File: src/rtl/bsa_pkg.sv
package bsa_pkg;

  localparam int unsigned ROW_W = 32;
  localparam int unsigned BIT_W = 5;

  localparam logic ACT_ALLOC   = 1'b0;
  localparam logic ACT_RELEASE = 1'b1;

  typedef enum logic [1:0] {
    ST_IDLE,
    ST_LOOKUP,
    ST_MODIFY,
    ST_DONE
  } state_t;

endpackage

File: src/rtl/bsa_req_if.sv
interface bsa_req_if #(
  parameter int IDX_W = 9
) ();
  logic             valid;
  logic             ready;
  logic             action;
  logic [IDX_W-1:0] slot_index;

  modport source (output valid, action, slot_index, input ready);
  modport sink (input valid, action, slot_index, output ready);
endinterface

File: src/rtl/bsa_res_if.sv
interface bsa_res_if #(
  parameter int IDX_W = 9,
  parameter int CNT_W = 10
) ();
  logic             valid;
  logic             ready;
  logic             ok;
  logic [IDX_W-1:0] granted_slot;
  logic [CNT_W-1:0] free_count;
  logic             pool_empty;
  logic             pool_full;

  modport source (output valid, ok, granted_slot, free_count, pool_empty, pool_full,
                  input ready);
  modport sink (input valid, ok, granted_slot, free_count, pool_empty, pool_full,
                output ready);
endinterface

File: src/rtl/bsa_ram.sv
module bsa_ram #(
  parameter int WIDTH = 32,
  parameter int DEPTH = 16
) (
  input  logic                                    clk,
  input  logic                                    we,
  input  logic [((DEPTH > 1) ? $clog2(DEPTH) : 1)-1:0] waddr,
  input  logic [WIDTH-1:0]                        wdata,
  input  logic [((DEPTH > 1) ? $clog2(DEPTH) : 1)-1:0] raddr,
  output logic [WIDTH-1:0]                        rdata
);

  logic [WIDTH-1:0] mem [DEPTH];

  always_ff @(posedge clk) begin
    if (we) begin
      mem[waddr] <= wdata;
    end
    rdata <= mem[raddr];
  end

endmodule

File: src/rtl/bitmap_slot_allocator.sv
// First-fit slot allocator over a pool of SLOTS slots. One request is handled at a time and
// goes through these steps from acceptance to its result standing in the output register:
// accept it, pick the row (lowest row with a free bit for an allocate, the named row for a
// release) and start its read, read-modify-write that 32-bit row of the bitmap RAM, and
// load the result. A request that changes nothing (an allocate on an empty pool, or a
// release at or above the capacity) skips the read-modify-write.
// A new request is taken as soon as the previous result has been loaded, even while that result
// still waits to be taken; its own result then waits in the done state until the earlier one has
// gone. A capacity write is applied in the cycle it is seen; each row carries
// a flag that makes it read as its initial pattern until first written, so there is no clearing
// pass after reset or after a capacity write.
module bitmap_slot_allocator
  import bsa_pkg::*;
#(
  parameter int SLOTS = 512
) (
  input  logic                                clk,
  input  logic                                rst,
  input  logic                                cfg_wen,
  input  logic [$clog2(SLOTS + 1)-1:0]        cfg_wdata,
  bsa_req_if.sink                             req,
  bsa_res_if.source                           res
);

  localparam int IDX_W = (SLOTS > 1) ? $clog2(SLOTS) : 1;
  localparam int CNT_W = $clog2(SLOTS + 1);
  localparam int ROWS  = (SLOTS + ROW_W - 1) / ROW_W;
  localparam int RW    = (ROWS > 1) ? $clog2(ROWS) : 1;
  localparam int SW    = RW + BIT_W;
  localparam int LW    = ((CNT_W > SW) ? CNT_W : SW) + 1;

  state_t            state;
  state_t            state_next;
  logic [CNT_W-1:0]  cap;
  logic [CNT_W-1:0]  total;
  logic [ROWS-1:0]   summary;
  logic [ROWS-1:0]   fresh;
  logic              act;
  logic [SW-1:0]     slot;
  logic [RW-1:0]     row;
  logic              p_ok;
  logic [IDX_W-1:0]  p_slot;

  logic              accept;
  logic              go_modify;
  logic              ram_we;
  logic              out_load;
  logic [RW-1:0]     first_row;
  logic [RW-1:0]     row_sel;
  logic              in_range;
  logic [CNT_W-1:0]  cap_init;
  logic [ROWS-1:0]   summary_init;
  logic [LW-1:0]     row_lo;
  logic [LW-1:0]     n_free;
  logic [ROW_W-1:0]  pattern;
  logic [ROW_W-1:0]  ram_rdata;
  logic [ROW_W-1:0]  word;
  logic [BIT_W-1:0]  first_bit;
  logic [BIT_W-1:0]  rel_bit;
  logic              rel_new;
  logic [ROW_W-1:0]  new_word;

  assign accept = req.valid && req.ready;

  // lowest row with a free slot
  always_comb begin
    first_row = '0;
    for (int i = ROWS - 1; i >= 0; i--) begin
      if (summary[i]) begin
        first_row = RW'(i);
      end
    end
  end

  assign in_range  = LW'(slot) < LW'(cap);
  assign row_sel   = (act == ACT_ALLOC) ? first_row : slot[SW-1:BIT_W];
  assign go_modify = (act == ACT_ALLOC) ? (|summary) : in_range;

  // initial pattern of a row that has not been written since the last fill
  always_comb begin
    row_lo = LW'({row, {BIT_W{1'b0}}});
    n_free = LW'(cap) - row_lo;
    if (LW'(cap) <= row_lo) begin
      pattern = '0;
    end else if (n_free >= LW'(ROW_W)) begin
      pattern = '1;
    end else begin
      pattern = ~({ROW_W{1'b1}} << n_free[BIT_W-1:0]);
    end
  end

  assign word = fresh[row] ? pattern : ram_rdata;

  always_comb begin
    first_bit = '0;
    for (int i = ROW_W - 1; i >= 0; i--) begin
      if (word[i]) begin
        first_bit = BIT_W'(i);
      end
    end
  end

  assign rel_bit = slot[BIT_W-1:0];
  assign rel_new = !word[rel_bit];

  always_comb begin
    if (act == ACT_RELEASE) begin
      new_word = word | (ROW_W'(1) << rel_bit);
    end else begin
      new_word = word & ~(ROW_W'(1) << first_bit);
    end
  end

  // fill pattern for reset and capacity writes
  always_comb begin
    if (rst) begin
      cap_init = CNT_W'(SLOTS);
    end else if (LW'(cfg_wdata) > LW'(SLOTS)) begin
      cap_init = CNT_W'(SLOTS);
    end else begin
      cap_init = cfg_wdata;
    end
    for (int r = 0; r < ROWS; r++) begin
      summary_init[r] = (LW'(r) * LW'(ROW_W)) < LW'(cap_init);
    end
  end

  bsa_ram #(
    .WIDTH (ROW_W),
    .DEPTH (ROWS)
  ) u_map (
    .clk   (clk),
    .we    (ram_we),
    .waddr (row),
    .wdata (new_word),
    .raddr (row_sel),
    .rdata (ram_rdata)
  );

  always_ff @(posedge clk) begin
    if (rst) begin
      state <= ST_IDLE;
    end else begin
      state <= state_next;
    end
  end

  always_comb begin
    state_next = state;
    req.ready  = 1'b0;
    ram_we     = 1'b0;
    out_load   = 1'b0;
    case (state)
      ST_IDLE: begin
        req.ready = 1'b1;
        if (req.valid) begin
          state_next = ST_LOOKUP;
        end
      end
      ST_LOOKUP: begin
        state_next = go_modify ? ST_MODIFY : ST_DONE;
      end
      ST_MODIFY: begin
        ram_we     = 1'b1;
        state_next = ST_DONE;
      end
      ST_DONE: begin
        if (!res.valid || res.ready) begin
          out_load   = 1'b1;
          state_next = ST_IDLE;
        end
      end
      default: begin
        state_next = ST_IDLE;
      end
    endcase
  end

  always_ff @(posedge clk) begin
    if (accept) begin
      act  <= req.action;
      slot <= SW'(req.slot_index);
    end
    if (state == ST_LOOKUP) begin
      row <= row_sel;
      if (!go_modify) begin
        p_ok   <= 1'b0;
        p_slot <= '0;
      end
    end
    if (state == ST_MODIFY) begin
      p_ok   <= 1'b1;
      p_slot <= (act == ACT_ALLOC) ? IDX_W'({row, first_bit}) : '0;
    end
    if (out_load) begin
      res.ok           <= p_ok;
      res.granted_slot <= p_slot;
      res.free_count   <= total;
      res.pool_empty   <= (total == '0);
      res.pool_full    <= (total == cap);
    end
  end

  always_ff @(posedge clk) begin
    if (rst || cfg_wen) begin
      cap     <= cap_init;
      total   <= cap_init;
      fresh   <= '1;
      summary <= summary_init;
    end else if (state == ST_MODIFY) begin
      fresh[row]   <= 1'b0;
      summary[row] <= |new_word;
      if (act == ACT_ALLOC) begin
        total <= total - CNT_W'(1);
      end else if (rel_new) begin
        total <= total + CNT_W'(1);
      end
    end
  end

  always_ff @(posedge clk) begin
    if (rst) begin
      res.valid <= 1'b0;
    end else if (out_load) begin
      res.valid <= 1'b1;
    end else if (res.ready) begin
      res.valid <= 1'b0;
    end
  end

endmodule

File: src/flat_wrapper.sv
// flat-port wrapper written by rule: the top's interface ports become plain ports
module bitmap_slot_allocator_flat import bsa_pkg::*;
#(
  parameter int SLOTS = 512
)
  (clk, rst, cfg_wen, cfg_wdata, req_valid, req_action, req_slot_index, req_ready, res_valid, res_ok, res_granted_slot, res_free_count, res_pool_empty, res_pool_full, res_ready);
  bsa_req_if #(.IDX_W((9))) req_i ();
  bsa_res_if #(.IDX_W((9)), .CNT_W((10))) res_i ();
  input  logic clk;
  input  logic rst;
  input  logic cfg_wen;
  input  logic [$clog2(SLOTS + 1)-1:0] cfg_wdata;
  input wire logic [$bits(req_i.valid)-1:0] req_valid;
  input wire logic [$bits(req_i.action)-1:0] req_action;
  input wire logic [$bits(req_i.slot_index)-1:0] req_slot_index;
  output wire logic [$bits(req_i.ready)-1:0] req_ready;
  output wire logic [$bits(res_i.valid)-1:0] res_valid;
  output wire logic [$bits(res_i.ok)-1:0] res_ok;
  output wire logic [$bits(res_i.granted_slot)-1:0] res_granted_slot;
  output wire logic [$bits(res_i.free_count)-1:0] res_free_count;
  output wire logic [$bits(res_i.pool_empty)-1:0] res_pool_empty;
  output wire logic [$bits(res_i.pool_full)-1:0] res_pool_full;
  input wire logic [$bits(res_i.ready)-1:0] res_ready;
  assign req_i.valid = req_valid;
  assign req_i.action = req_action;
  assign req_i.slot_index = req_slot_index;
  assign req_ready = req_i.ready;
  assign res_valid = res_i.valid;
  assign res_ok = res_i.ok;
  assign res_granted_slot = res_i.granted_slot;
  assign res_free_count = res_i.free_count;
  assign res_pool_empty = res_i.pool_empty;
  assign res_pool_full = res_i.pool_full;
  assign res_i.ready = res_ready;
  bitmap_slot_allocator #(.SLOTS(SLOTS)) u_core (.clk(clk), .rst(rst), .cfg_wen(cfg_wen), .cfg_wdata(cfg_wdata), .req(req_i), .res(res_i));
endmodule
File: config.mk
export PLATFORM = sky130hd
export DESIGN_NAME = bitmap_slot_allocator_flat
export DESIGN_NICKNAME = d
export VERILOG_FILES = /design/src/rtl/bsa_pkg.sv /design/src/rtl/bsa_req_if.sv /design/src/rtl/bsa_res_if.sv /design/src/rtl/bsa_ram.sv /design/src/rtl/bitmap_slot_allocator.sv /design/src/flat_wrapper.sv
export SDC_FILE = /design/constraint.sdc
export NUM_CORES = 1
export LEC_CHECK = 0
export BUFFER_PORTS_ARGS = -buffer_cell sky130_fd_sc_hd__buf_4
export CORE_AREA = 8 8 235 237
export CTS_BUF_LIST = sky130_fd_sc_hd__clkbuf_4 sky130_fd_sc_hd__clkbuf_8
export DETAILED_ROUTE_END_ITERATION = 7
export DIE_AREA = 0 0 243 245
export PLACE_DENSITY = 0.71
export SLEW_MARGIN = 15
export SYNTH_ARGS = -nofsm -noshare
export SYNTH_HDL_FRONTEND = slang
export SYNTH_HIERARCHICAL = 1
export SYNTH_SLANG_ARGS = --single-unit
export TNS_END_PERCENT = 1
File: constraint.sdc
create_clock -name clk -period 10.35 [get_ports clk]
set_clock_uncertainty 0.15 [all_clocks]
set_input_delay 0.5175 -clock clk [delete_from_list [all_inputs] [get_ports clk]]
set_output_delay 0.5175 -clock clk [all_outputs]
set_load 0.02 [all_outputs]
==> impl_metrics.ini <==
[die]
coreArea_um2 = 51700
chipHeight_um = 245
rows = 84
start_util = 0.540
die_x_um = 243
die_area_um2 = 59500
ios = 49

[synthesis]
synth_ff_type = edfxtp_1
synth_edf_count = 593
syn-cell-area_um2 = 27900
avgSynthCellArea_um2 = 15.9
ys_ff_latch = 645
yosysTopAreaCellShare = 0.638
synth_area_leaders = edfxtp_1 (64%), mux4_2 (11%), dfxtp_1 (3.7%), nand2_1 (2.2%), a22oi_1 (2.0%)
synth_area_leader_cell = edfxtp_1
synthCells = 1761
ys_warn_count = 6
synth_nets = 1812
synthArstFlopShare = 0
synth_cell_type_count = 97
seq_area_frac_synth = 0.675

[final_layout]
postLayoutCoreUtil = 0.609
drive_gt1_frac = 0.241
nNetsFinal = 1933
synthToLayoutAreaGrowth_pct = 12.8
n_antenna_cell = 0
n_fill_cell = 3835
stdcell_count = 2658
final_cell_area_um2 = 31500

[critical_path]
reg2reg_slack_ps = 2750
required_ps = 10610
cp-end-kind = flop
rr_worst_depth = 16
rr_startpoint = u_core/row[0]
critPathLaunch = u_core/row[0]
crit_type = reg2reg
cp_max_fo = 24
endpoint = u_core/summary[11]
crit_arrival_ps = 7860
reg2reg_to = u_core/summary[11]
startpoint_type = flop

[hold_path]
hp-class = in2reg

[placed_design]
dpl_worst_slack_ps = 2740
placedInstanceArea_um2 = 29100
dp_cells = 2446
io_buffers = 48
dp.final_hpwl_um = 48100
gp_congestion = 1.02

[grt]
grt_overflow = 0
grt_pass1_wl_um = 113000
antenna_found_initial = 4
grt_start_max_net_pins = 95
grt_usage = 0.256
grt_pass1_vias = 17300

[power_and_ir_drop]
power_leakage_nw = 10.5
power_mw = 8.43
powerDensity_nw_per_um2 = 268
ir_drop_v = 0.000179

[clock_tree]
clock_latency_ps = 720
cts_sinks = 645
clockBufferDepth = 3
cts_buffers = 102
hold_buffers = 19
cts.htree.levels = 3
post_cts_resized = 0
cts_root_buf = clkbuf_8
cts_setup_buffers = 0
cts_tree = built
path_clk_slew_ps = 60

[sta]
period_minus_slack_ps = 7600
finalCritPeriodShare = 0.734
hold_ws_ps = 109
slew_headroom = 0.0950
max_freq_ghz = 0.132
worst_pin_slew_ps = 1320
setup_viol = 0
finalHoldViolCount = 0
grt_setup_unrepaired = no
setup_ws_ps = 2750
setup_tns_ps = 0
slew_viol_final = 0

[job]
maxCapViolations = 0

[drt]
wire_per_inst_um = 28.8
route.detailed.drc = 0
drt.antenna.violating_nets = 0
vias = 17100
wirelength_um = 76400
firstDrtPassIters = 7
drtIter0Drc = 1963
avgViaCountPerCell = 6.42

[outcome]
status = completed
sequential cells by signal (all words and copies together), names as in the netlist:
signal,count
u_core/total,10
u_core/summary,16
u_core/res.valid,1
u_core/p_ok,1
u_core/u_map/mem,512
u_core/res.ok,1
u_core/act,1
u_core/res.granted_slot,9
u_core/u_map/rdata,32
u_core/row,4
u_core/res.pool_full,1
u_core/fresh,16
u_core/state,2
u_core/cap,10
u_core/p_slot,9
u_core/res.pool_empty,1
u_core/slot,9
u_core/res.free_count,10
cells in the final DEF, fill, tap and decap left out, drive strengths merged, types with 7 or more instances in the layout:
cell type / instances
o22ai: 8
a22oi: 76
or3: 7
nand3: 26
dfxtp: 52
clkbuf: 151
nor2b: 13
nand2b: 12
dlygate4sd3: 19
a21boi: 8
a31oi: 16
buf: 96
o32ai: 7
xnor2: 16
a21oi: 65
nor3: 27
or2: 8
inv: 44
edfxtp: 593
nor4: 16
mux2i: 15
a21o: 14
o31ai: 10
o21a: 11
or4: 8
o21ai: 45
nor2: 98
ha: 24
a22o: 12
mux4: 137
nand2: 165
a211oi: 9
clkinv: 33
nand4: 11
and3: 10
and2: 18
final cells by class:
class	count	area [um2]	area share
timing repair buffer	115	921	0.0292
clock inverter	41	302	0.00957
multi-input combinational	979	8580	0.273
tap	688	861	0.0273
clock buffer	151	1830	0.0582
inverter	39	146	0.00465
sequential	645	18800	0.598
Yosys cell counts (all sizes together), types with 12 or more instances:
| cell | n |
|---|---|
| edfxtp | 593 |
| nand2 | 165 |
| mux4 | 137 |
| nor2 | 98 |
| a22oi | 76 |
| a21oi | 65 |
| buf | 53 |
| dfxtp | 52 |
| clkbuf | 45 |
| o21ai | 45 |
| inv | 38 |
| nor3 | 27 |
| nand3 | 26 |
| ha | 24 |
| and2 | 18 |
| a31oi | 16 |
| nor4 | 16 |
| xnor2 | 16 |
| mux2i | 15 |
| a21o | 14 |
| nor2b | 13 |
| a22o | 12 |
| nand2b | 12 |
cell families (layout without fill, tap and decap cells):
group                    Yosys count  after routing  synth area share
AND/OR/NAND/NOR                  437            437            0.0771
multiplexers                     153            153             0.116
buffers and inverters            137            346            0.0245
AO/OA/AOI/OAI                    343            343            0.0884
adder cells (fa/ha/maj)           26             26            0.0122
flip-flops                       645            645             0.675
XOR/XNOR                          20             20           0.00627
layer usage:
layer  wire, um  track usage  part of all wire
met4       2630       0.0904             0.034
met3       6010       0.0474             0.079
met2      37100        0.422              0.49
met5          0            0                 0
met1      30700        0.342              0.40
worst max-delay path: stages, from the launching register on:
cell and delay (ps):
edfxtp_1 990, ha_1 310, inv_1 60, fa_1 440, nand3_1 150, and2_0 340, or2_1 510, a21oi_4 240
a22oi_1 640, o2111a_2 390, nand2_2 140, nor4_2 680, a31oi_2 450, nand3b_1 280, a2111oi_0 510, and3_1 780
o31ai_1 200
worst min-delay path by stage:
stage | from | end | slack [ps] | cells past startpoint
floorplan | u_core/p_slot[0] | u_core/res.granted_slot[0] | 250 | 0
global placement | u_core/p_slot[4] | u_core/res.granted_slot[4] | 270 | 0
detailed placement | u_core/p_slot[6] | u_core/res.granted_slot[6] | 250 | 0
CTS | cfg_wdata[6] | u_core/summary[4] | 60 | 3
global route | cfg_wdata[6] | u_core/summary[4] | 100 | 3
finish | cfg_wdata[6] | u_core/summary[4] | 110 | 3
power breakdown:
part / switching [mW] / total (mW) / internal, mW
combinational: 1.68 / 2.51 / 0.835
sequential: 0.231 / 3.71 / 3.48
clock: 1.00 / 2.20 / 1.20
total: 2.91 / 8.43 / 5.52
Note: power is estimated with default switching activity, not from simulation.
